[config.mk]
export PLATFORM = sky130hd
export DESIGN_NAME = arp_resolution_engine_unit
export DESIGN_NICKNAME = d
export VERILOG_FILES = /design/src/rtl/arp_pkg.sv /design/src/rtl/arp_front.sv /design/src/rtl/arp_back.sv /design/src/rtl/arp_resolution_engine_unit.sv
export VERILOG_INCLUDE_DIRS = /design/src /design/src/rtl
export SDC_FILE = /design/constraint.sdc
export NUM_CORES = 2
export LEC_CHECK = 0
export ABC_AREA = 1
export BUFFER_PORTS_ARGS = -buffer_cell sky130_fd_sc_hd__buf_4
export CELL_PAD_IN_SITES_DETAIL_PLACEMENT = 1
export CELL_PAD_IN_SITES_GLOBAL_PLACEMENT = 2
export CORE_ASPECT_RATIO = 0.8
export CORE_MARGIN = 4
export CORE_UTILIZATION = 38
export DETAILED_ROUTE_END_ITERATION = 8
export PLACE_DENSITY_LB_ADDON = 0.1
export SLEW_MARGIN = 20
export SYNTH_ARGS = -nofsm -noshare
export SYNTH_HDL_FRONTEND = slang
export SYNTH_HIERARCHICAL = 1
export SYNTH_SLANG_ARGS = --single-unit
export TNS_END_PERCENT = 10
[constraint.sdc]
create_clock -name clock -period 6.35 [get_ports clock]
set_input_delay 1.27 -clock clock [delete_from_list [all_inputs] [get_ports clock]]
set_output_delay 1.27 -clock clock [all_outputs]
set_load 0.005 [all_outputs]
[src/rtl/arp_resolution_engine_unit_macros.svh]
// assertion macros for the address resolution engine
`ifndef ARP_RESOLUTION_ENGINE_UNIT_MACROS_SVH
`define ARP_RESOLUTION_ENGINE_UNIT_MACROS_SVH

`define ARP_ASSERT_NOW(lbl, ante, cons, msg) \
   lbl: assert property (@(posedge clock) disable iff (reset) (ante) |-> (cons)) \
      else $error(msg);

`define ARP_ASSERT_NEXT(lbl, ante, cons, msg) \
   lbl: assert property (@(posedge clock) disable iff (reset) (ante) |=> (cons)) \
      else $error(msg);

`endif

[src/rtl/arp_pkg.sv]
// shared types and constants of the address resolution engine
package arp_pkg;

   localparam int MAX_RESULTS = 8;
   localparam int CNT_W       = 4;

   localparam logic [1:0] FUNC_RESOLVE = 2'd0;
   localparam logic [1:0] FUNC_PACKET  = 2'd1;
   localparam logic [1:0] FUNC_TICK    = 2'd2;

   localparam logic [15:0] HW_ETHERNET = 16'd1;
   localparam logic [15:0] OP_REQUEST  = 16'd1;
   localparam logic [15:0] OP_REPLY    = 16'd2;

   localparam logic [1:0] CMD_RESOLVE = 2'd0;
   localparam logic [1:0] CMD_ANSWER  = 2'd1;
   localparam logic [1:0] CMD_FILL    = 2'd2;
   localparam logic [1:0] CMD_TICK    = 2'd3;

   localparam logic [2:0] KIND_HIT      = 3'd0;
   localparam logic [2:0] KIND_SEND_REQ = 3'd1;
   localparam logic [2:0] KIND_SEND_REP = 3'd2;
   localparam logic [2:0] KIND_RESOLVED = 3'd3;
   localparam logic [2:0] KIND_TIMEOUT  = 3'd4;
   localparam logic [2:0] KIND_FULL     = 3'd5;

   localparam logic [1:0] CSR_OUR_MAC = 2'd0;
   localparam logic [1:0] CSR_OUR_IP  = 2'd1;
   localparam logic [1:0] CSR_TIMEOUT = 2'd2;

   localparam logic [15:0] TIMEOUT_RESET = 16'd250;

   typedef struct packed {
      logic [1:0]  cmd;
      logic [31:0] ip;
      logic [47:0] mac;
   } arp_cmd_type;

endpackage

[src/rtl/arp_front.sv]
// request decode and two-entry command queue
module arp_front import arp_pkg::*; (
   input  logic        clock,
   input  logic        reset,
   input  logic        req_valid,
   output logic        req_stall,
   input  logic [1:0]  req_func,
   input  logic [31:0] req_query_ip,
   input  logic [15:0] req_hw_type,
   input  logic [15:0] req_operation,
   input  logic [47:0] req_sender_mac,
   input  logic [31:0] req_sender_ip,
   input  logic [47:0] req_target_mac,
   input  logic [31:0] req_target_ip,
   input  logic [47:0] our_mac,
   input  logic [31:0] our_ip,
   output logic        q_valid,
   output arp_cmd_type q_head,
   input  logic        q_pop
);

   arp_cmd_type q_ff [2];
   logic        wr_ptr_ff, rd_ptr_ff;
   logic [1:0]  count_ff;
   logic        keep;
   arp_cmd_type cmd;
   logic        push;

   always_comb begin
      keep    = 1'b0;
      cmd.cmd = CMD_RESOLVE;
      cmd.ip  = req_sender_ip;
      cmd.mac = req_sender_mac;
      unique case (req_func)
         FUNC_RESOLVE: begin
            keep   = 1'b1;
            cmd.ip = req_query_ip;
         end
         FUNC_PACKET: begin
            if (req_hw_type == HW_ETHERNET) begin
               if (req_operation == OP_REQUEST && req_target_ip == our_ip) begin
                  keep    = 1'b1;
                  cmd.cmd = CMD_ANSWER;
               end else if (req_operation == OP_REPLY && req_target_mac == our_mac) begin
                  keep    = 1'b1;
                  cmd.cmd = CMD_FILL;
               end
            end
         end
         FUNC_TICK: begin
            keep    = 1'b1;
            cmd.cmd = CMD_TICK;
         end
         default: keep = 1'b0;
      endcase
   end

   assign req_stall = count_ff[1];
   assign push      = req_valid && !req_stall && keep;
   assign q_valid   = count_ff != 2'd0;
   assign q_head    = q_ff[rd_ptr_ff];

   always_ff @(posedge clock) begin
      if (push) q_ff[wr_ptr_ff] <= cmd;
      if (reset) begin
         wr_ptr_ff <= 1'b0;
         rd_ptr_ff <= 1'b0;
         count_ff  <= 2'd0;
      end else begin
         if (push) wr_ptr_ff <= !wr_ptr_ff;
         if (q_pop) rd_ptr_ff <= !rd_ptr_ff;
         count_ff <= count_ff + 2'(push) - 2'(q_pop);
      end
   end

endmodule

[src/rtl/arp_back.sv]
// cache and pending tables, command execution and result register
module arp_back import arp_pkg::*; #(
   parameter int CACHE_DEPTH   = 16,
   parameter int PENDING_DEPTH = 8
) (
   input  logic        clock,
   input  logic        reset,
   input  logic        q_valid,
   input  arp_cmd_type q_head,
   output logic        q_pop,
   input  logic [15:0] timeout_ticks,
   output logic        rsp_valid,
   input  logic        rsp_stall,
   output logic [2:0]  rsp_kind,
   output logic [31:0] rsp_result_ip,
   output logic [47:0] rsp_result_mac,
   output logic        rsp_last
);

   `include "arp_resolution_engine_unit_macros.svh"

   localparam int CW = (CACHE_DEPTH > 1) ? $clog2(CACHE_DEPTH) : 1;
   localparam int PW = (PENDING_DEPTH > 1) ? $clog2(PENDING_DEPTH) : 1;
   localparam logic ST_IDLE = 1'b0;
   localparam logic ST_SCAN = 1'b1;

   logic [CACHE_DEPTH-1:0]   cache_valid_ff;
   logic [31:0]              cache_ip_ff  [CACHE_DEPTH];
   logic [47:0]              cache_mac_ff [CACHE_DEPTH];
   logic [CW-1:0]            next_slot_ff;
   logic [PENDING_DEPTH-1:0] pend_valid_ff;
   logic [31:0]              pend_ip_ff  [PENDING_DEPTH];
   logic [15:0]              pend_age_ff [PENDING_DEPTH];

   logic             state_ff, state_in;
   logic [PW-1:0]    scan_idx_ff, scan_idx_in;
   logic [CNT_W-1:0] scan_n_ff, scan_n_in;

   logic        rsp_valid_ff;
   logic [2:0]  rsp_kind_ff;
   logic [31:0] rsp_ip_ff;
   logic [47:0] rsp_mac_ff;
   logic        rsp_last_ff;

   logic                     cache_hit, pend_free, pend_hit, due_above;
   logic [CW-1:0]            cache_idx;
   logic [PW-1:0]            free_idx, pend_idx;
   logic [PENDING_DEPTH-1:0] due;
   logic                     out_free, emit, emit_last;
   logic [2:0]               emit_kind;
   logic [31:0]              emit_ip;
   logic [47:0]              emit_mac;
   logic                     open_pend, close_pend, cache_wr, slot_adv, age_inc, tick_close;
   logic [CW-1:0]            cache_wr_idx;

   always_comb begin
      cache_hit = 1'b0;
      cache_idx = '0;
      for (int i = CACHE_DEPTH - 1; i >= 0; i--) begin
         if (cache_valid_ff[i] && cache_ip_ff[i] == q_head.ip) begin
            cache_hit = 1'b1;
            cache_idx = CW'(i);
         end
      end
      pend_free = 1'b0;
      free_idx  = '0;
      pend_hit  = 1'b0;
      pend_idx  = '0;
      for (int i = PENDING_DEPTH - 1; i >= 0; i--) begin
         if (!pend_valid_ff[i]) begin
            pend_free = 1'b1;
            free_idx  = PW'(i);
         end
         if (pend_valid_ff[i] && pend_ip_ff[i] == q_head.ip) begin
            pend_hit = 1'b1;
            pend_idx = PW'(i);
         end
      end
      due_above = 1'b0;
      for (int i = 0; i < PENDING_DEPTH; i++) begin
         due[i] = pend_valid_ff[i] && pend_age_ff[i] >= timeout_ticks;
         if (due[i] && PW'(i) > scan_idx_ff) due_above = 1'b1;
      end
   end

   assign out_free = !rsp_valid_ff || !rsp_stall;

   always_comb begin
      state_in     = state_ff;
      scan_idx_in  = scan_idx_ff;
      scan_n_in    = scan_n_ff;
      q_pop        = 1'b0;
      emit         = 1'b0;
      emit_last    = 1'b1;
      emit_kind    = KIND_HIT;
      emit_ip      = q_head.ip;
      emit_mac     = '0;
      open_pend    = 1'b0;
      close_pend   = 1'b0;
      cache_wr     = 1'b0;
      slot_adv     = 1'b0;
      age_inc      = 1'b0;
      tick_close   = 1'b0;
      cache_wr_idx = cache_hit ? cache_idx : next_slot_ff;
      unique case (state_ff)
         ST_IDLE: begin
            if (q_valid && out_free) begin
               q_pop = 1'b1;
               unique case (q_head.cmd)
                  CMD_RESOLVE: begin
                     emit = 1'b1;
                     if (cache_hit) begin
                        emit_mac = cache_mac_ff[cache_idx];
                     end else if (pend_free) begin
                        emit_kind = KIND_SEND_REQ;
                        open_pend = 1'b1;
                     end else begin
                        emit_kind = KIND_FULL;
                     end
                  end
                  CMD_ANSWER: begin
                     emit      = 1'b1;
                     emit_kind = KIND_SEND_REP;
                     emit_mac  = q_head.mac;
                  end
                  CMD_FILL: begin
                     if (pend_hit) begin
                        emit       = 1'b1;
                        emit_kind  = KIND_RESOLVED;
                        emit_mac   = q_head.mac;
                        close_pend = 1'b1;
                        cache_wr   = 1'b1;
                        slot_adv   = !cache_hit;
                     end
                  end
                  CMD_TICK: begin
                     state_in    = ST_SCAN;
                     scan_idx_in = '0;
                     scan_n_in   = '0;
                  end
                  default: q_pop = 1'b1;
               endcase
            end
         end
         ST_SCAN: begin
            if (due[scan_idx_ff] && scan_n_ff < CNT_W'(MAX_RESULTS)) begin
               if (out_free) begin
                  emit       = 1'b1;
                  emit_kind  = KIND_TIMEOUT;
                  emit_ip    = pend_ip_ff[scan_idx_ff];
                  emit_last  = scan_n_ff == CNT_W'(MAX_RESULTS - 1) || !due_above;
                  tick_close = 1'b1;
                  scan_n_in  = scan_n_ff + 1'b1;
               end
            end else begin
               age_inc = pend_valid_ff[scan_idx_ff] && !due[scan_idx_ff];
            end
            if (age_inc || tick_close || !due[scan_idx_ff]
                || scan_n_ff >= CNT_W'(MAX_RESULTS)) begin
               if (scan_idx_ff == PW'(PENDING_DEPTH - 1)) state_in = ST_IDLE;
               else scan_idx_in = scan_idx_ff + 1'b1;
            end
         end
         default: state_in = ST_IDLE;
      endcase
   end

   always_ff @(posedge clock) begin
      if (open_pend) begin
         pend_ip_ff[free_idx]  <= q_head.ip;
         pend_age_ff[free_idx] <= '0;
      end
      if (age_inc) pend_age_ff[scan_idx_ff] <= pend_age_ff[scan_idx_ff] + 16'd1;
      if (cache_wr) begin
         cache_ip_ff[cache_wr_idx]  <= q_head.ip;
         cache_mac_ff[cache_wr_idx] <= q_head.mac;
      end
      if (emit) begin
         rsp_kind_ff <= emit_kind;
         rsp_ip_ff   <= emit_ip;
         rsp_mac_ff  <= emit_mac;
         rsp_last_ff <= emit_last;
      end
      if (reset) begin
         cache_valid_ff <= '0;
         pend_valid_ff  <= '0;
         next_slot_ff   <= '0;
         state_ff       <= ST_IDLE;
         scan_idx_ff    <= '0;
         scan_n_ff      <= '0;
         rsp_valid_ff   <= 1'b0;
      end else begin
         state_ff    <= state_in;
         scan_idx_ff <= scan_idx_in;
         scan_n_ff   <= scan_n_in;
         if (open_pend) pend_valid_ff[free_idx] <= 1'b1;
         if (close_pend) pend_valid_ff[pend_idx] <= 1'b0;
         if (tick_close) pend_valid_ff[scan_idx_ff] <= 1'b0;
         if (cache_wr) cache_valid_ff[cache_wr_idx] <= 1'b1;
         if (slot_adv) begin
            if (next_slot_ff == CW'(CACHE_DEPTH - 1)) next_slot_ff <= '0;
            else next_slot_ff <= next_slot_ff + 1'b1;
         end
         if (emit) rsp_valid_ff <= 1'b1;
         else if (!rsp_stall) rsp_valid_ff <= 1'b0;
      end
   end

   assign rsp_valid      = rsp_valid_ff;
   assign rsp_kind       = rsp_kind_ff;
   assign rsp_result_ip  = rsp_ip_ff;
   assign rsp_result_mac = rsp_mac_ff;
   assign rsp_last       = rsp_last_ff;

   `ARP_ASSERT_NOW(a_no_pop_in_scan, state_ff == ST_SCAN, !q_pop, "queue popped during tick scan")
   `ARP_ASSERT_NOW(a_count_cap, state_ff == ST_SCAN, scan_n_ff <= CNT_W'(MAX_RESULTS), "too many timeouts")
   `ARP_ASSERT_NEXT(a_last_ends, state_ff == ST_SCAN && emit && emit_last && scan_idx_ff == PW'(PENDING_DEPTH - 1), state_ff == ST_IDLE, "scan did not end")
   `ARP_ASSERT_NOW(a_emit_room, emit, out_free, "result dropped")

endmodule

[src/rtl/arp_resolution_engine_unit.sv]
// top level of the address resolution engine
// usage:
//   requests enter on req_* (valid/stall): func 0 resolves query_ip, func 1 carries a
//   received packet, func 2 is an aging tick. results leave on rsp_* (valid/stall),
//   rsp_last marks the final result of a request; requests that cause no result
//   produce nothing. csr_we writes csr_data to register csr_index (0 own mac, 1 own
//   ip, 2 timeout in ticks); use only while idle, which the block does not enforce.
// timing:
//   a request enters a two-entry queue in the cycle it is offered; the executor
//   drains it one command per cycle while no tick scan runs and the output is free;
//   lookup or packet results pass the queue and the result register, one per cycle
//   when nothing stalls. a tick walks the pending table one entry per cycle, holding
//   at a due entry while output stalls, giving at most eight timeouts in index order.
// reset clears cache and pending valid bits, the ring slot, and sets the timeout to
//   250; no clearing pass is needed. when rsp_stall is high and a result is held,
//   that result holds and the executor waits; once the queue is full req_stall rises.
module arp_resolution_engine_unit import arp_pkg::*; #(
   parameter int CACHE_DEPTH   = 16,
   parameter int PENDING_DEPTH = 8
) (
   input  logic        clock,
   input  logic        reset,
   input  logic        req_valid,
   output logic        req_stall,
   input  logic [1:0]  req_func,
   input  logic [31:0] req_query_ip,
   input  logic [15:0] req_hw_type,
   input  logic [15:0] req_operation,
   input  logic [47:0] req_sender_mac,
   input  logic [31:0] req_sender_ip,
   input  logic [47:0] req_target_mac,
   input  logic [31:0] req_target_ip,
   output logic        rsp_valid,
   input  logic        rsp_stall,
   output logic [2:0]  rsp_kind,
   output logic [31:0] rsp_result_ip,
   output logic [47:0] rsp_result_mac,
   output logic        rsp_last,
   input  logic        csr_we,
   input  logic [1:0]  csr_index,
   input  logic [47:0] csr_data
);

   logic [47:0] our_mac_ff;
   logic [31:0] our_ip_ff;
   logic [15:0] timeout_ff;
   logic        q_valid, q_pop;
   arp_cmd_type q_head;

   always_ff @(posedge clock) begin
      if (reset) begin
         our_mac_ff <= '0;
         our_ip_ff  <= '0;
         timeout_ff <= TIMEOUT_RESET;
      end else if (csr_we) begin
         case (csr_index)
            CSR_OUR_MAC: our_mac_ff <= csr_data;
            CSR_OUR_IP:  our_ip_ff  <= csr_data[31:0];
            CSR_TIMEOUT: timeout_ff <= csr_data[15:0];
            default: ;
         endcase
      end
   end

   arp_front u_front (
      .clock, .reset, .req_valid, .req_stall, .req_func, .req_query_ip, .req_hw_type,
      .req_operation, .req_sender_mac, .req_sender_ip, .req_target_mac, .req_target_ip,
      .our_mac(our_mac_ff), .our_ip(our_ip_ff), .q_valid, .q_head, .q_pop
   );

   arp_back #(.CACHE_DEPTH(CACHE_DEPTH), .PENDING_DEPTH(PENDING_DEPTH)) u_back (
      .clock, .reset, .q_valid, .q_head, .q_pop, .timeout_ticks(timeout_ff),
      .rsp_valid, .rsp_stall, .rsp_kind, .rsp_result_ip, .rsp_result_mac, .rsp_last
   );

endmodule

# Word-level counts from Yosys, hierarchy flattened
# Memory sizes are Yosys's and may differ from the RTL's. A register that Yosys moved wholly into a read port is not among the register bits.
# Cells that the tools add are included.
op_classes:
  add_sub_neg: 6
  muxes: 173
  eq_ne: 46
  reduce_logical: 78
  order_cmp: 26
  n_bitwise: 8
op_table:
  columns: ["cell", "count"]
  rows:
  - ["32-bit == test", 25]
  - ["48-bit case mux with 3 select lines", 1]
  - ["16-bit greater-or-equal comparator", 8]
  - ["32-bit 2-to-1 mux", 4]
  - ["48-bit 2-to-1 mux", 2]
  - ["3-bit 2-to-1 mux", 30]
  - ["1-bit 2-to-1 mux", 89]
  - ["4-bit 2-to-1 mux", 22]
  - ["1-bit logical AND", 51]
  - ["48-bit == test", 1]
  - ["8-bit 2-to-1 mux", 5]
  - ["16-bit by 1-bit == test with 1-bit output (second input constant)", 2]
  - ["16-bit by 1-bit adder with 16-bit output (second input constant)", 1]
  - ["8-bit AND", 2]
  - ["16-bit by 2-bit == test with 1-bit output (second input constant)", 1]
  - ["16-bit 2-to-1 mux", 1]
  - ["8-bit NOT", 2]
  - ["16-bit bitwise OR", 1]
  - ["16-bit OR reduction", 1]
  - ["3-bit greater-than comparator (first input constant)", 4]
  - ["3-bit by 4-bit less-than comparator with 1-bit output (second input constant)", 3]
  - ["3-bit case mux with 2 select lines", 2]
  - ["2-bit inequality test (second input constant)", 5]
  - ["1-bit demux with 3-bit select", 3]
  - ["34 further kinds", 71]
totals:
  n_memories: 5
  out_inout_bits: 86
  register_bits: 221
  ramBits: 1828
  input_bits: 281
  word_cells: 359
memory_table:
  columns: ["name", "words", "width", "rd", "rd_clocked_by_memory_dff", "write_ports", "line_no", "source"]
  rows:
  - ["u_back.cache_mac_ff", 16, 48, 1, 0, 1, "arp_back.sv:29", "logic [47:0] cache_mac_ff [CACHE_DEPTH];"]
  - ["u_back.cache_ip_ff", 16, 32, 16, 0, 1, "arp_back.sv:28", "logic [31:0] cache_ip_ff [CACHE_DEPTH];"]
  - ["u_back.pend_ip_ff", 8, 32, 9, 1, 1, "arp_back.sv:32", "logic [31:0] pend_ip_ff [PENDING_DEPTH];"]
  - ["u_front.q_ff", 2, 82, 1, 1, 1, "arp_front.sv:22", "arp_cmd_type q_ff [2];"]
  - ["u_back.pend_age_ff", 8, 16, 9, 1, 1, "arp_back.sv:33", "logic [15:0] pend_age_ff [PENDING_DEPTH];"]

# Depth between registers and ports, before layout
# An unclocked memory read counts as a cell.
depth:
  depth_word: 30
  ltp_mapped: 37
  mapped_depth_nobuf: 32

# Modules after synthesis
# Netlist, hierarchy kept.
by_module_without_submodules:
  columns: ["module", "cells_each", "seq_area_each_um2", "instances", "area_each_um2"]
  rows:
  - ["arp_back", 7607, 53291.1, 1, 82884.5]
  - ["arp_front", 800, 5024.8, 1, 8306.7]
  - ["arp_resolution_engine_unit", 611, 1921.8, 1, 4070.2]

# Worst setup path before layout
# Ideal clock, no wire load.
synth_timing:
  path_type: "input -> register"
  start: "in req_func[1]"
  end: "mem u_front/q_ff[0][0] (netlist bit), enable pin"
  setup_ns: 0.524
  t_required_ns: 5.826
  stages: 11
  arrival_ns: 5.613
  path_slack_ns: 0.214
  path_buffers: 0
  path_cell_list: "inv_1 > ha_1 > nor3b_1 > nand2_1 > nor2_1 > nand2_1 > nor2_2 > nand2_2 > nand4_4 > nand2_2 > nor2_1"
synth_via:
  elab_chain_cells: 6
  elab_cells_between_ends: 8
  classes_between: "2 x eq/ne; 3 x mux; 3 x reduce/logical"
synth_rtl:
  columns: ["element", "line_no", "source"]
  rows:
  - ["start, declared", "arp_resolution_engine_unit.sv:25", "input logic [1:0] req_func,"]
  - ["2-bit == test or 2-bit logical NOT (tied branches)", "arp_front.sv:34", "unique case (req_func)"]
  - ["2-bit OR reduction (no line)", null, null]
  - ["1-bit case mux with 2 select lines (*)", "arp_front.sv:34", null]
  - ["1-bit logical AND (*)", "arp_front.sv:59", "assign push = req_valid && !req_stall && keep;"]
  - ["1-bit 2-to-1 mux (*)", "arp_front.sv:64", "if (push) q_ff[wr_ptr_ff] <= cmd;"]
  - ["1-bit 2-to-1 mux (not written as such) (*)", "arp_front.sv:64", null]
  - ["end, declared", "arp_front.sv:22", null]
# Every way passes the cells marked *; elsewhere a longest branch is shown, timed or not.

==> metrics.md <==
| Metric | Value |
|---|---|
| Synth Area in XOR/XNOR | 0.0245 |
| CTS clk-pin slew, worst paths | 60 ps |
| Reg2Reg Setup Slack | 310 ps |
| Post-Syn Area | 95300 µm² |
| H-tree levels | 4 |
| Layout area overhead | 15.6% |
| Req. time, crit path | 6860 ps |
| CP Max Fanout | 81 |
| DR vias | 71000 |
| Avg WL per Cell | 27.3 µm |
| VDD IR max | 262 µV |
| Cts-stage hold buffer count | 0 |
| Register area share after synthesis | 0.632 |
| Die height | 456 µm |
| Final setup viols | 0 |
| Final HPWL DP | 224000 µm |
| Die Area | 259000 µm² |
| Syn Area/Cell | 10.6 µm² |
| Largest net degree at the start of global routing | 194 |
| CTS root buf | clkbuf_16 |
| Worst R2R Path Depth | 19 |
| Critical Path AT | 6550 ps |
| Leak Pwr | 42.8 nW |
| WS Path Type | flip-flop to flip-flop |
| Total Power | 37.1 mW |
| Routed WL | 352000 µm |
| Simple-gate area share of the yosys netlist | 0.183 |
| Antenna violations before repair | 32 |
| Setup Skew | 66.0 ps |
| Synth Area in Adders | 0.0185 |
| Remaining Overflow, GRT | 0 |
| Synthesis Warnings | 6 |
| Min-Delay Path Class | flip-flop to flip-flop |
| DRT Pass-1 Iters | 5 |
| Crit start category | flip-flop |
| All-Layer GR Usage | 0.265 |
| Share of async-settable or async-resettable flops after synthesis | 0 |
| Power density over the cells | 337 nW/µm² |
| Largest family of logic cells by synthesized area | simple AND/OR/NAND/NOR gates |
| # IOs | 367 |
| DRT antenna net count | 0 |
| # rows | 164 |
| CTS tree | done |
| Period minus WS final | 6040 ps |
| Share of layout cells above drive strength 1 | 0.122 |
| Slew HR | 0.198 |
| Pins Over Slew Limit | 0 |
| Die Width | 568 µm |
| Compound-cell area share of the yosys netlist | 0.0704 |
| Multiplexer area fraction after synthesis | 0.00980 |
| Final nets | 9803 |
| Clock Latency Late Sink | 920 ps |
| Fin. Hold Viols | 0 |
| Worst R2R End | u_back/cache_ip_ff[12][29] |
| Ys flop type | edfxtp_1 |
| Syn_nets | 9440 |
| Final setup TNS | 0 ps |
| Slew @ Worst Pin | 1190 ps |
| Status | finished, final reports clean |
| Max-Cap Viols | 0 |
| First-pass GRT wire length | 508000 µm |
| Num Clock Sinks | 2053 |
| FF+latch count, synth | 2053 |
| Initial detailed-routing violation count | 7735 |
| Period Utilization, post-route | 0.951 |
| Post-Syn Instances | 9018 |
| Initial cell density of the core | 0.382 |
| DR DRC count | 0 |
| Nature of the critical path endpoint | flip-flop |
| Post-synth EDFFs | 1912 |
| IO Port Bufs | 366 |
| Max Root-Sink Buffers | 4 |
| GP Congestion | 0.893 |
| Fmax | 166 MHz |
| Via/cell ratio | 5.50 |
| Unrepaired setup endpoints after global routing | false |
| Core area | 250000 µm² |
| Crit path to | u_back/cache_ip_ff[12][29] |
| Vias in the first global route | 71500 |
| Yosys cell types | 68 |
| CTS buffer count | 227 |
-- kinds of logic after synthesis --
family,Yosys count
AO/OA/AOI/OAI,1136
adder cells (fa/ha/maj),141
flip-flops,2053
buffers and inverters,1408
multiplexers,83
XOR/XNOR,267
AND/OR/NAND/NOR,3930
-- power by group --
part	switching, mW	internal (mW)
clock network	5.67	7.63
logic	5.54	1.99
registers	0.265	16.0
total	11.5	25.6
-- worst min path at each step --
stage,start,end,slack [ps],cells past startpoint
after floorplan,timeout_ff[1],timeout_ff[1],430,2
after global placement,u_back/cache_valid_ff[14],u_back/cache_valid_ff[14],440,1
after detailed placement,timeout_ff[1],timeout_ff[1],450,2
after CTS,timeout_ff[1],timeout_ff[1],460,2
after global routing,u_back/cache_valid_ff[1],u_back/cache_valid_ff[1],480,1
final,timeout_ff[1],timeout_ff[1],460,2
-- through the flow --
stage / cells / setup slack (ps) / area (µm²) / util / hold slack [ps]
floorplan: 9018 / 214 / 95300 / - / 429
global placement: 12500 / 391 / 103000 / 0.412 / 443
detailed placement: 12500 / 322 / 103000 / 0.412 / 447
CTS: 12900 / 263 / 110000 / 0.441 / 463
global route: 12900 / 46.2 / 110000 / 0.441 / 479
finish: 12900 / 310 / 110000 / 0.441 / 460
-- flip-flops by register name, summed over array words and instances, names as in the netlist, 3 cells and up, named ones only --
name	cells
u_back/pend_ip_ff	256
u_back/cache_ip_ff	512
u_back/rsp_kind	3
u_front/q_ff	164
u_back/cache_valid_ff	16
u_back/rsp_result_mac	48
u_back/rsp_result_ip	32
u_back/pend_valid_ff	8
u_back/next_slot_ff	4
timeout_ff	16
u_back/cache_mac_ff	768
u_back/scan_n_ff	4
our_mac_ff	48
our_ip_ff	32
u_back/pend_age_ff	128
u_back/scan_idx_ff	3
-- timing repair --
item,CTS,global route
setup endpoints to repair,0,16
gates resized for setup,0,2
setup buffers,0,0
-- cells in the final DEF (no fill, tap or decap), drive strengths merged, types with 54 or more instances in the layout --
cell type and instances:
xor2 85, dfxtp 141, xnor2 182, ha 141, nand3b 291, nand2 2216, inv 923, nor2 591
clkbuf 294, nor3 54, mux2 82, nand4 75, nor4 57, a21oi 225, edfxtp 1912, o22ai 157
clkinv 89, nand3 560, buf 618, o21ai 496
-- cells in the mapped netlist, types with 20 or more instances --
library cell  number  area share
a211oi_1          40      0.0032
a21oi_1          221       0.012
a221oi_1          39      0.0036
a22o_1            40      0.0037
buf_1             22     0.00087
buf_2            222       0.012
buf_4             27      0.0021
buf_6             22      0.0026
clkbuf_1         190      0.0075
dfxtp_1          141       0.030
edfxtp_1        1912        0.60
ha_1             141       0.019
inv_1            891       0.035
inv_2             30      0.0012
mux2_2            82      0.0097
nand2_1         2206       0.087
nand3_1          552       0.029
nand3b_1         291       0.023
nand4_1           73      0.0048
nor2_1           563       0.022
nor2_2            26      0.0017
nor3_1            52      0.0027
nor4_1            54      0.0035
o2111ai_1         20      0.0018
o211ai_1          33      0.0026
o21a_1            20      0.0016
o21ai_0          455       0.024
o21ai_1           41      0.0022
o221ai_1          33      0.0030
o22ai_1          157       0.010
or2_2             36      0.0024
xnor2_1          182       0.017
xor2_1            85      0.0078
-- worst max-delay path: stages, from the launching register on --
cell and delay [ps]:
dfxtp_4 630, mux2_2 400, inv_1 630, buf_4 430
o21ai_0 130, nor4_1 580, nand4_1 160, nor4_1 220
nand3_1 290, and2_1 280, nand2_4 120, nor2_2 70
nand2_4 160, inv_2 100, a21oi_2 200, inv_2 60
nor2_1 130, inv_1 200, nor2_4 170, buf_12 460
-- routing by layer --
metal / vias up / part of all wire / track usage
met5: - / 0.000020 / 0
met4: 2 / 0.021 / 0.0540
met3: 414 / 0.074 / 0.0406
met2: 2625 / 0.43 / 0.398
met1: 36200 / 0.47 / 0.404
li1: 31700 / - / -
-- cell type report --
| cell class | instances | area (µm²) |
|---|---|---|
| antenna | 20 | 50.0 |
| clock buffer | 294 | 6130 |
| clock inverter | 116 | 1160 |
| fill | 27000 | 139000 |
| inverter | 924 | 3500 |
| multi-input combinational | 5557 | 29400 |
| sequential | 2053 | 60200 |
| tap | 3320 | 4150 |
| timing repair buffer | 618 | 5510 |
Power figures use the tool's default switching activity.
